$ cat src/hdl/cff_pkg.sv
// ----------------------------------------------------------------------------
// cff_pkg
// Shared types and constants for the circular FIR filter: field widths,
// operation codes and the control bundle between sequencer and MAC unit.
// ----------------------------------------------------------------------------
package cff_pkg;

  localparam int unsigned MAX_TAPS_DEF = 8;
  localparam int unsigned SAMPLE_W     = 16;
  localparam int unsigned COEF_W       = 16;
  localparam int unsigned PROD_W       = SAMPLE_W + COEF_W;
  localparam int unsigned ACC_W        = 40;
  localparam int unsigned FRAC_W       = 15;
  localparam int unsigned TAP_CNT_W    = 4;
  localparam int unsigned COEF_IDX_W   = 3;

  localparam logic [TAP_CNT_W-1:0] TAP_CNT_RST = 4'd8;

  localparam logic signed [SAMPLE_W-1:0] SAT_MAX = 16'sh7fff;
  localparam logic signed [SAMPLE_W-1:0] SAT_MIN = 16'sh8000;

  typedef enum logic {
    OP_FILTER = 1'b0,
    OP_COEF   = 1'b1
  } op_e;

  typedef struct packed {
    logic clear;   // start of a new sum
    logic mul_en;  // operands on the store outputs are valid
  } mac_ctrl_t;

endpackage

$ cat src/hdl/cff_store.sv
// ----------------------------------------------------------------------------
// cff_store
// Small sample or coefficient store: one write port, one registered read
// port, and a valid bit per entry so that unwritten entries read as zero.
// ----------------------------------------------------------------------------
module cff_store import cff_pkg::*; #(
  parameter int unsigned DEPTH = MAX_TAPS_DEF,
  parameter int unsigned AW    = (DEPTH > 1) ? $clog2(DEPTH) : 1
) (
  input  logic                       clk_i,
  input  logic                       rst_ni,
  input  logic                       we_i,
  input  logic [AW-1:0]              waddr_i,
  input  logic signed [SAMPLE_W-1:0] wdata_i,
  input  logic [AW-1:0]              raddr_i,
  output logic signed [SAMPLE_W-1:0] rdata_o
);

  logic signed [SAMPLE_W-1:0] mem_q [DEPTH];
  logic [DEPTH-1:0]           valid_q;
  logic signed [SAMPLE_W-1:0] rdata_q;
  logic                       rvld_q;

  always_ff @(posedge clk_i or negedge rst_ni) begin
    if (!rst_ni) begin
      valid_q <= '0;
      rvld_q  <= 1'b0;
    end else begin
      if (we_i) begin
        valid_q[waddr_i] <= 1'b1;
      end
      rvld_q <= valid_q[raddr_i];
    end
  end

  always_ff @(posedge clk_i) begin
    if (we_i) begin
      mem_q[waddr_i] <= wdata_i;
    end
    rdata_q <= mem_q[raddr_i];
  end

  // an entry never written since reset reads as zero
  assign rdata_o = rvld_q ? rdata_q : '0;

endmodule

$ cat src/hdl/cff_mac.sv
// ----------------------------------------------------------------------------
// cff_mac
// Shared multiply-accumulate unit: one registered 16x16 product per cycle,
// a 40-bit accumulator, and floor scaling by 2^-15 with saturation.
// ----------------------------------------------------------------------------
module cff_mac import cff_pkg::*; (
  input  logic                       clk_i,
  input  logic                       rst_ni,
  input  mac_ctrl_t                  ctrl_i,
  input  logic signed [COEF_W-1:0]   coef_i,
  input  logic signed [SAMPLE_W-1:0] sample_i,
  output logic signed [SAMPLE_W-1:0] result_o
);

  logic signed [PROD_W-1:0] prod_q;
  logic                     prod_vld_q;
  logic signed [ACC_W-1:0]  acc_q;
  logic signed [ACC_W-1:0]  acc_d;
  logic signed [ACC_W-1:0]  shifted;
  logic                     fits;

  always_comb begin
    acc_d = acc_q;
    if (ctrl_i.clear) begin
      acc_d = '0;
    end else if (prod_vld_q) begin
      acc_d = acc_q + {{(ACC_W-PROD_W){prod_q[PROD_W-1]}}, prod_q};
    end
  end

  always_ff @(posedge clk_i or negedge rst_ni) begin
    if (!rst_ni) begin
      prod_vld_q <= 1'b0;
      acc_q      <= '0;
    end else begin
      prod_vld_q <= ctrl_i.mul_en & ~ctrl_i.clear;
      acc_q      <= acc_d;
    end
  end

  always_ff @(posedge clk_i) begin
    prod_q <= coef_i * sample_i;
  end

  // arithmetic shift gives floor; saturate when upper bits are not all sign
  assign shifted  = acc_q >>> FRAC_W;
  assign fits     = (&shifted[ACC_W-1:SAMPLE_W-1]) | ~(|shifted[ACC_W-1:SAMPLE_W-1]);
  assign result_o = fits ? shifted[SAMPLE_W-1:0]
                         : (shifted[ACC_W-1] ? SAT_MIN : SAT_MAX);

endmodule

$ cat src/hdl/circular_fir_filter_top.sv
// ----------------------------------------------------------------------------
// circular_fir_filter_top
// Direct-form FIR filter over a circular sample store, one tap per cycle
// through a shared multiply-accumulate unit under a small sequencer.
//
//   channel  direction  handshake                 payload
//   in       input      in_valid_i / in_ready_o   operation, sample,
//                                                 coef_index, coef_value
//   out      output     out_valid_o / out_ready_i filtered
//   cfg      input      cfg_we_i                  cfg_wdata_i (tap_count)
//
// A coefficient write is done in the idle state. A sample steps through
// ST_MAC one tap per cycle over the single read port of each store and the
// shared multiplier, then ST_DRAIN1 and ST_DRAIN2 for the read and product
// registers, then ST_DONE. Reset clears the valid bits of both stores at
// once; there is no clearing pass. The result sits in an output register; a
// new result waits in ST_DONE while the previous one has not been taken.
// ----------------------------------------------------------------------------
module circular_fir_filter_top import cff_pkg::*; #(
  parameter int unsigned MAX_TAPS = MAX_TAPS_DEF
) (
  input  logic                         clk_i,
  input  logic                         rst_ni,
  input  logic                         in_valid_i,
  output logic                         in_ready_o,
  input  logic                         operation_i,
  input  logic signed [SAMPLE_W-1:0]   sample_i,
  input  logic [COEF_IDX_W-1:0]        coef_index_i,
  input  logic signed [COEF_W-1:0]     coef_value_i,
  output logic                         out_valid_o,
  input  logic                         out_ready_i,
  output logic signed [SAMPLE_W-1:0]   filtered_o,
  input  logic                         cfg_we_i,
  input  logic [TAP_CNT_W-1:0]         cfg_wdata_i
);

  localparam int unsigned PW = (MAX_TAPS > 1) ? $clog2(MAX_TAPS) : 1;
  localparam int unsigned CW = $clog2(MAX_TAPS + 1);

  typedef enum logic [2:0] {
    ST_IDLE,
    ST_MAC,
    ST_DRAIN1,
    ST_DRAIN2,
    ST_DONE
  } state_e;

  state_e                     state_q, state_d;
  logic [TAP_CNT_W-1:0]       tap_count_q;
  logic [PW-1:0]              wp_q, wp_d;
  logic [CW-1:0]              n_q, n_d;
  logic [PW-1:0]              k_q, k_d;
  logic [PW-1:0]              idx_q, idx_d;
  logic                       rd_vld_q, rd_vld_d;
  logic                       out_vld_q, out_vld_d;
  logic signed [SAMPLE_W-1:0] filtered_q, filtered_d;

  logic                       accept;
  logic                       smp_accept;
  logic                       coef_we;
  logic [CW-1:0]              n_cur;
  logic [PW-1:0]              pos0;
  logic [CW-1:0]              pos_inc;
  logic [CW-1:0]              idx_inc;
  logic signed [SAMPLE_W-1:0] smp_rd;
  logic signed [COEF_W-1:0]   coef_rd;
  logic signed [SAMPLE_W-1:0] mac_res;
  mac_ctrl_t                  mac_ctrl;

  assign in_ready_o = (state_q == ST_IDLE);
  assign accept     = in_valid_i & in_ready_o;
  assign smp_accept = accept & (operation_i == OP_FILTER);
  assign coef_we    = accept & (operation_i == OP_COEF) &
                      (32'(coef_index_i) < MAX_TAPS);

  // taps in use: zero counts as one, clamp at the store depth
  always_comb begin
    if (tap_count_q == '0) begin
      n_cur = CW'(1);
    end else if (32'(tap_count_q) > MAX_TAPS) begin
      n_cur = CW'(MAX_TAPS);
    end else begin
      n_cur = CW'(tap_count_q);
    end
  end

  // position left beyond a shrunk tap count restarts at zero
  assign pos0    = (CW'(wp_q) >= n_cur) ? '0 : wp_q;
  assign pos_inc = CW'(pos0) + CW'(1);
  assign idx_inc = CW'(idx_q) + CW'(1);

  always_comb begin
    state_d    = state_q;
    wp_d       = wp_q;
    n_d        = n_q;
    k_d        = k_q;
    idx_d      = idx_q;
    rd_vld_d   = 1'b0;
    out_vld_d  = out_vld_q;
    filtered_d = filtered_q;

    if (out_vld_q && out_ready_i) begin
      out_vld_d = 1'b0;
    end

    unique case (state_q)
      ST_IDLE: begin
        if (smp_accept) begin
          n_d     = n_cur;
          wp_d    = (pos_inc >= n_cur) ? '0 : pos_inc[PW-1:0];
          idx_d   = (pos_inc >= n_cur) ? '0 : pos_inc[PW-1:0];
          k_d     = '0;
          state_d = ST_MAC;
        end
      end
      ST_MAC: begin
        rd_vld_d = 1'b1;
        idx_d    = (idx_inc >= n_q) ? '0 : idx_inc[PW-1:0];
        k_d      = k_q + PW'(1);
        if (CW'(k_q) == n_q - CW'(1)) begin
          state_d = ST_DRAIN1;
        end
      end
      ST_DRAIN1: begin
        state_d = ST_DRAIN2;
      end
      ST_DRAIN2: begin
        state_d = ST_DONE;
      end
      ST_DONE: begin
        // hold until the previous result has been transferred
        if (!out_vld_q || out_ready_i) begin
          out_vld_d  = 1'b1;
          filtered_d = mac_res;
          state_d    = ST_IDLE;
        end
      end
      default: begin
        state_d = ST_IDLE;
      end
    endcase
  end

  always_ff @(posedge clk_i or negedge rst_ni) begin
    if (!rst_ni) begin
      state_q     <= ST_IDLE;
      tap_count_q <= TAP_CNT_RST;
      wp_q        <= '0;
      n_q         <= CW'(1);
      k_q         <= '0;
      idx_q       <= '0;
      rd_vld_q    <= 1'b0;
      out_vld_q   <= 1'b0;
    end else begin
      state_q   <= state_d;
      wp_q      <= wp_d;
      n_q       <= n_d;
      k_q       <= k_d;
      idx_q     <= idx_d;
      rd_vld_q  <= rd_vld_d;
      out_vld_q <= out_vld_d;
      if (cfg_we_i) begin
        tap_count_q <= cfg_wdata_i;
      end
    end
  end

  always_ff @(posedge clk_i) begin
    filtered_q <= filtered_d;
  end

  assign out_valid_o = out_vld_q;
  assign filtered_o  = filtered_q;

  cff_store #(
    .DEPTH (MAX_TAPS),
    .AW    (PW)
  ) u_samples (
    .clk_i   (clk_i),
    .rst_ni  (rst_ni),
    .we_i    (smp_accept),
    .waddr_i (pos0),
    .wdata_i (sample_i),
    .raddr_i (idx_q),
    .rdata_o (smp_rd)
  );

  cff_store #(
    .DEPTH (MAX_TAPS),
    .AW    (PW)
  ) u_coefs (
    .clk_i   (clk_i),
    .rst_ni  (rst_ni),
    .we_i    (coef_we),
    .waddr_i (PW'(coef_index_i)),
    .wdata_i (coef_value_i),
    .raddr_i (k_q),
    .rdata_o (coef_rd)
  );

  assign mac_ctrl.clear  = smp_accept;
  assign mac_ctrl.mul_en = rd_vld_q;

  cff_mac u_mac (
    .clk_i    (clk_i),
    .rst_ni   (rst_ni),
    .ctrl_i   (mac_ctrl),
    .coef_i   (coef_rd),
    .sample_i (smp_rd),
    .result_o (mac_res)
  );

  a_tap_in_range: assert property (@(posedge clk_i) disable iff (!rst_ni)
    (state_q == ST_MAC) |-> ((CW'(k_q) < n_q) && (CW'(idx_q) < n_q)))
    else $error("tap counter or read index beyond taps in use");

  a_n_range: assert property (@(posedge clk_i) disable iff (!rst_ni)
    (state_q == ST_MAC) |-> ((n_q != '0) && (32'(n_q) <= MAX_TAPS)))
    else $error("taps in use out of range");

  a_sample_starts: assert property (@(posedge clk_i) disable iff (!rst_ni)
    smp_accept |=> (state_q == ST_MAC))
    else $error("sample transfer did not start the tap sequence");

  a_no_overwrite: assert property (@(posedge clk_i) disable iff (!rst_ni)
    (out_vld_q && !out_ready_i) |=> (out_vld_q && $stable(filtered_q)))
    else $error("pending result lost or changed");

endmodule

$ cat config.mk
export PLATFORM = sky130hd
export DESIGN_NAME = circular_fir_filter_top
export DESIGN_NICKNAME = d
export VERILOG_FILES = /design/src/hdl/cff_pkg.sv /design/src/hdl/cff_store.sv /design/src/hdl/cff_mac.sv /design/src/hdl/circular_fir_filter_top.sv
export SDC_FILE = /design/constraint.sdc
export NUM_CORES = 1
export LEC_CHECK = 0
export ABC_AREA = 1
export BUFFER_PORTS_ARGS = -buffer_cell sky130_fd_sc_hd__clkbuf_2
export CAP_MARGIN = 20
export CORE_UTILIZATION = 35
export DETAILED_ROUTE_END_ITERATION = 7
export GPL_TIMING_DRIVEN = 0
export PLACE_DENSITY_LB_ADDON = 0.08
export SLEW_MARGIN = 20
export SYNTH_ARGS = -nofsm -noshare
export SYNTH_HDL_FRONTEND = slang
export SYNTH_SLANG_ARGS = --single-unit
$ cat constraint.sdc
create_clock -name clk_i -period 12.05 [get_ports clk_i]
set_input_delay 2.41 -clock clk_i [delete_from_list [all_inputs] [get_ports clk_i]]
set_output_delay 2.41 -clock clk_i [all_outputs]
set_load 0.05 [all_outputs]
# Word level (Yosys, flattened, before mapping)

Memory sizes are Yosys's and may differ from the RTL's. A register that Yosys moved wholly into a read port is not among the register bits.
Cells that the tools add are included.

Multiplexer cells: 35
$lt $le $gt $ge: 10
$mul: 1
Equality and inequality tests: 8
Reduce and logical (&&, ||, !) cells: 15
$add $sub $neg: 5
Bitwise gates (word level): 10

Operators with widths:

| kind                | number |
|---|---|
| $mux 40             | 2 |
| $mux 16             | 4 |
| $add 40x40->40      | 1 |
| $mul 16x16->32      | 1 |
| $mux 3              | 8 |
| $lt 3x4->1 const B  | 4 |
| $or 8x8->8          | 2 |
| $pmux 3 s5          | 1 |
| $mux 1              | 12 |
| $pmux 3 s2          | 2 |
| $reduce_and 10->1   | 1 |
| $reduce_or 10->1    | 1 |
| $add 3x1->4 const B | 2 |
| $ge 4x4->1          | 2 |
| $mux 4              | 2 |
| $bmux 1 s3          | 2 |
| $demux 1 s3         | 2 |
| $eq 3x2->1 const B  | 2 |
| $ge 3x1->1 const B  | 2 |
| $reduce_and 2->1    | 3 |
| $and 1x1->1         | 4 |
| $eq 3x4->1          | 1 |
| $ge 3x4->1          | 1 |
| $gt 4x4->1 const B  | 1 |
| other kinds (15)    | 21 |

Logic and storage cells: 102
Memories kept: 2
Bits of input ports: 45
Output and inout bits: 18
Register bits after elaboration: 129
RAM bits: 256

Memories:

| memory          | depth | bits a word | rd ports | clocked after memory_dff | write ports | RTL line        | RTL |
|---|---|---|---|---|---|---|---|
| u_coefs.mem_q   | 8     | 16          | 1        | 1                        | 1           | cff_store.sv:19 | `logic signed [SAMPLE_W-1:0] mem_q [DEPTH];` |
| u_samples.mem_q | 8     | 16          | 1        | 1                        | 1           | cff_store.sv:19 |  |

# Depth between registers and ports, before layout

Depth after elaboration: 10
Mapped depth: 27

# Hierarchy

A second synthesis with hierarchy kept.

Cells, all modules: 3,829
Area, all modules: 30,933.4 µm²

Modules (own cells, without submodules):

| module                  | area each (µm²) | instances | cells an instance |
|---|---|---|---|
| cff_mac                 | 16,080.4        | 1         | 2,296 |
| cff_store (u_samples)   | 6,468.7         | 1         | 665 |
| cff_store (u_coefs)     | 6,466.2         | 1         | 665 |
| circular_fir_filter_top | 1,918.1         | 1         | 203 |

# Least setup slack after synthesis

No wires, ideal clock.

Kind: reg-to-reg
Start point: register u_samples.rvld_q
End point: register u_mac.prod_q[27]
Buffers on the path: 2
Setup slack: 6.210 ns
Clock period less this slack: 5.840 ns
Data required time: 11.978 ns
Arrival time: 5.769 ns
Library setup time: 0.072 ns
Stages on the path, launching flop included: 22
Cells stage by stage: dfrtp_1 > clkbuf_1 > buf_2 > nand2_1 > nor2_1 > fa_1 > fa_1 > fa_1 > fa_1 > fa_1 > inv_1 > fa_1 > inv_1 > ha_1 > nand2_1 > nor2_1 > inv_1 > nor3_1 > nand3_1 > or2_1 > nand3_1 > xor2_1

Word-level cells in the longest chain between the ends: 2

RTL lines:

| what                   | RTL line        | RTL |
|---|---|---|
| from (decl)            | cff_store.sv:22 | `logic rvld_q;` |
| from (signal assigned) | cff_store.sv:32 | `rvld_q <= valid_q[raddr_i];` |
| $mux 16                | cff_store.sv:44 | `assign rdata_o = rvld_q ? rdata_q : '0;` |
| $mul 16x16->32         | cff_mac.sv:42   | `prod_q <= coef_i * sample_i;` |
| to (signal assigned)   | cff_mac.sv:42   |  |
| to (decl)              | cff_mac.sv:15   | `logic signed [PROD_W-1:0] prod_q;` |

Every way passes these cells.
A chain may end at the register's enable or synchronous reset.

# Final worst setup path

Start point: register u_coefs.rvld_q
End point: register u_mac.prod_q[31]

Word-level cells in the longest chain between the ends: 2

RTL lines:

| what                   | RTL line |
|---|---|
| from (decl)            | cff_store.sv:22 |
| from (signal assigned) | cff_store.sv:32 |
| $mux 16                | cff_store.sv:44 |
| $mul 16x16->32         | cff_mac.sv:42 |

Every way passes these cells.

==> flow_metrics.env <==
export IMPL_syn_to_final_growth_pct=12.4
export IMPL_synth_top_area_frac=0.285
export IMPL_ys_ff_latch=417
export IMPL_grtUsageTotal=0.206
export IMPL_nets=3783
export IMPL_grt_overflow=0
export IMPL_cts_path_max_buffers=3
export IMPL_skew_ns=0.0667
export IMPL_dp_cells=4348
export IMPL_place_congestion=0.938
export IMPL_syn_nets=3652
export IMPL_yosysWarnings=0
export IMPL_num_rows=104
export IMPL_post_drt_wl_per_cell_um=18.9
export IMPL_path_clk_slew_ns=0.06
export IMPL_rsz0062_at_grt="no"
export IMPL_htree_num_levels=2
export IMPL_final_hold_viol_count=0
export IMPL_io_buffer_count=62
export IMPL_drc=0
export IMPL_postCtsSetupRepairBufs=0
export IMPL_fin_cells=4439
export IMPL_antenna_found_initial=2
export IMPL_outcome="finished, final reports clean"
export IMPL_cts_resized=0
export IMPL_yosysUniqueCellTypes=47
export IMPL_min_period_ns=7.23
export IMPL_finalSetupViolCount=0
export IMPL_boundaryPins=63
export IMPL_numCtsBuffers=49
export IMPL_crit_required_ns=12.52
export IMPL_diodes=0
export IMPL_die_x_um=288
export IMPL_setup_tns_ns=0
export IMPL_slew_violations=0
export IMPL_finalCritPeriodShare=0.600
export IMPL_clk_latency_ns=0.62
export IMPL_synth_area_leaders="edfxtp_1 29%, fa_1 18%, nand2_1 8.7%, inv_1 7.1%, dfrtp_1 6.9%"
export IMPL_ctsHoldBuffers=0
export IMPL_fp_dieH_um=288
export IMPL_synthCells=3208
export IMPL_reg2reg_slack_ns=4.82
export IMPL_crit_arrival_ns=7.70
export IMPL_drive_gt1_frac=0.0636
export IMPL_synth_area_um2=28600
export IMPL_max_freq_mhz=138
export IMPL_grt_pass1_vias=21700
export IMPL_ys_seq_area_frac=0.401
export IMPL_cp_end_kind="flop"
export IMPL_first_iter_violations=1477
export IMPL_cp_start_kind="flop"
export IMPL_async_flop_share=0.194
export IMPL_start_util=0.355
export IMPL_tightest_slew_ns=0.918
export IMPL_dp_hpwl_um=67400
export IMPL_critPathKind="reg -> reg"
export IMPL_die_area_um2=82900
export IMPL_ys_flop_type="edfxtp_1"
export IMPL_syn_area_per_cell_um2=8.92
export IMPL_via_per_inst=4.84
export IMPL_synth_edf_count=272
export IMPL_grt_start_max_net_pins=75
export IMPL_max_cap_violations=0
export IMPL_wl_um=83900
export IMPL_num_vias=21500
export IMPL_grt_first_pass_wirelength_um=129000
export IMPL_drtPass1Iterations=7
export IMPL_cts_tree="yes"
export IMPL_relSlewSlack=0.385
export IMPL_cts_sinks=417
export IMPL_holdCritPathClass="reg -> reg"
export IMPL_ant_nets=0
export IMPL_core_um2=80700
export IMPL_critPathMaxFanout=10
export IMPL_synth_top_area_cell="edfxtp_1"
export IMPL_fill_cells=8210
export IMPL_cts_root_buffer="clkbuf_16"
==> kinds of logic (layout without fill, tap and decap cells) <==
kind of cell	Yosys count	after routing	share of synthesized area
AND/OR/NAND/NOR	1317	1317	0.182
XOR/XNOR	42	42	0.0129
AO/OA/AOI/OAI	392	392	0.0742
buffers and inverters	641	812	0.0860
flip-flops	417	417	0.401
adder cells (fa/ha/maj)	399	399	0.243
==> routing by layer <==
metal,vias to the layer above,GRT usage,part of all wire
met5,-,0,0
met4,0,0.0425,0.017
met3,85,0.0284,0.042
met2,430,0.345,0.48
met1,10600,0.284,0.46
li1,10400,-,-
==> area by class of cell <==
class | count | area (um2) | area share
buffer | 87 | 383 | 0.0119
clock buffer | 62 | 1310 | 0.0406
clock inverter | 29 | 303 | 0.00941
inverter | 554 | 2080 | 0.0646
multi-input combinational | 2150 | 14700 | 0.458
sequential | 417 | 11500 | 0.357
tap | 1060 | 1330 | 0.0412
timing repair buffer | 80 | 573 | 0.0178
==> synth_stat cells, types with 2 or more instances <==
library cell,instances
a21boi_0,2
a21o_1,6
a21oi_1,75
a31oi_1,38
buf_1,3
buf_2,12
buf_6,5
clkbuf_1,66
clkinv_1,4
dfrtp_1,79
dfstp_2,2
dfxtp_1,64
edfxtp_1,272
fa_1,263
ha_1,136
inv_1,544
inv_2,6
nand2_1,665
nand2_2,3
nand3_1,74
nand3b_1,9
nand4_1,17
nor2_1,512
nor2_2,2
nor2_4,2
nor3_1,14
nor4_1,3
o21ai_0,209
o21ai_1,7
o21ai_2,2
o21bai_1,10
o22ai_1,38
or2_1,3
or2_2,8
xnor2_1,11
xor2_1,31
==> cells in the final DEF, fill, tap and decap left out, drive strengths merged, types with 74 or more instances in the layout <==
cell / instances
edfxtp: 272
nor2: 516
inv: 552
nand2: 669
ha: 136
a21oi: 75
o21ai: 218
dfrtp: 79
fa: 263
nand3: 74
clkbuf: 190
==> through the flow <==
| stage | setup slack, ns | instance area [um2] | util | hold WS (ns) |
|---|---|---|---|---|
| 2_1_floorplan | 6.21 | 28600 | - | 0.413 |
| 3_3_place_gp | 4.83 | 30300 | 0.375 | 0.416 |
| 3_5_place_dp | 4.83 | 30600 | 0.379 | 0.429 |
| 4_1_cts | 4.81 | 32200 | 0.399 | 0.424 |
| 5_1_grt | 4.41 | 32200 | 0.399 | 0.453 |
| 6_report | 4.82 | 32200 | 0.399 | 0.429 |
==> worst paths after layout <==
check / depth (start not counted) / start / end
max: 24 / u_coefs.rvld_q / u_mac.prod_q[31]
min: 2 / rd_vld_q / u_mac.prod_vld_q
max reg2reg: 24 / u_coefs.rvld_q / u_mac.prod_q[31]
min reg2reg: 2 / rd_vld_q / u_mac.prod_vld_q
max in group asynchronous: 2 / rst_ni / u_mac.acc_q[4]
min in group asynchronous: 1 / rst_ni / tap_count_q[2]
==> sequential cells by signal, indices dropped and copies added (netlist names) <==
register,cells
u_mac.prod_vld_q,1
u_coefs.rvld_q,1
u_mac.prod_q,32
rd_vld_q,1
out_valid_o,1
u_samples.rvld_q,1
n_q,4
k_q,3
u_samples.rdata_q,16
idx_q,3
u_mac.acc_q,40
u_samples.valid_q,8
tap_count_q,4
filtered_o,16
state_q,3
u_samples.mem_q,128
u_coefs.valid_q,8
u_coefs.mem_q,128
wp_q,3
u_coefs.rdata_q,16
==> critical path: stages (launching register included) <==
cell,delay [ns]
dfrtp_1,0.32
clkbuf_1,0.21
clkbuf_1,0.34
nand2_1,0.51
inv_1,0.57
nand2_1,0.16
fa_1,0.57
inv_1,0.05
fa_1,0.43
fa_1,0.50
inv_1,0.06
fa_1,0.55
fa_1,0.43
fa_1,0.56
inv_1,0.06
ha_1,0.36
nand2_1,0.14
nor2_1,0.33
nand2_1,0.18
nand3_1,0.21
nand2_1,0.09
nand3_1,0.17
inv_1,0.06
nand3_1,0.06
nand2_1,0.13
Power is not shown: default switching activity piles up to over one toggle a cycle in this logic, so the estimate is an artifact.
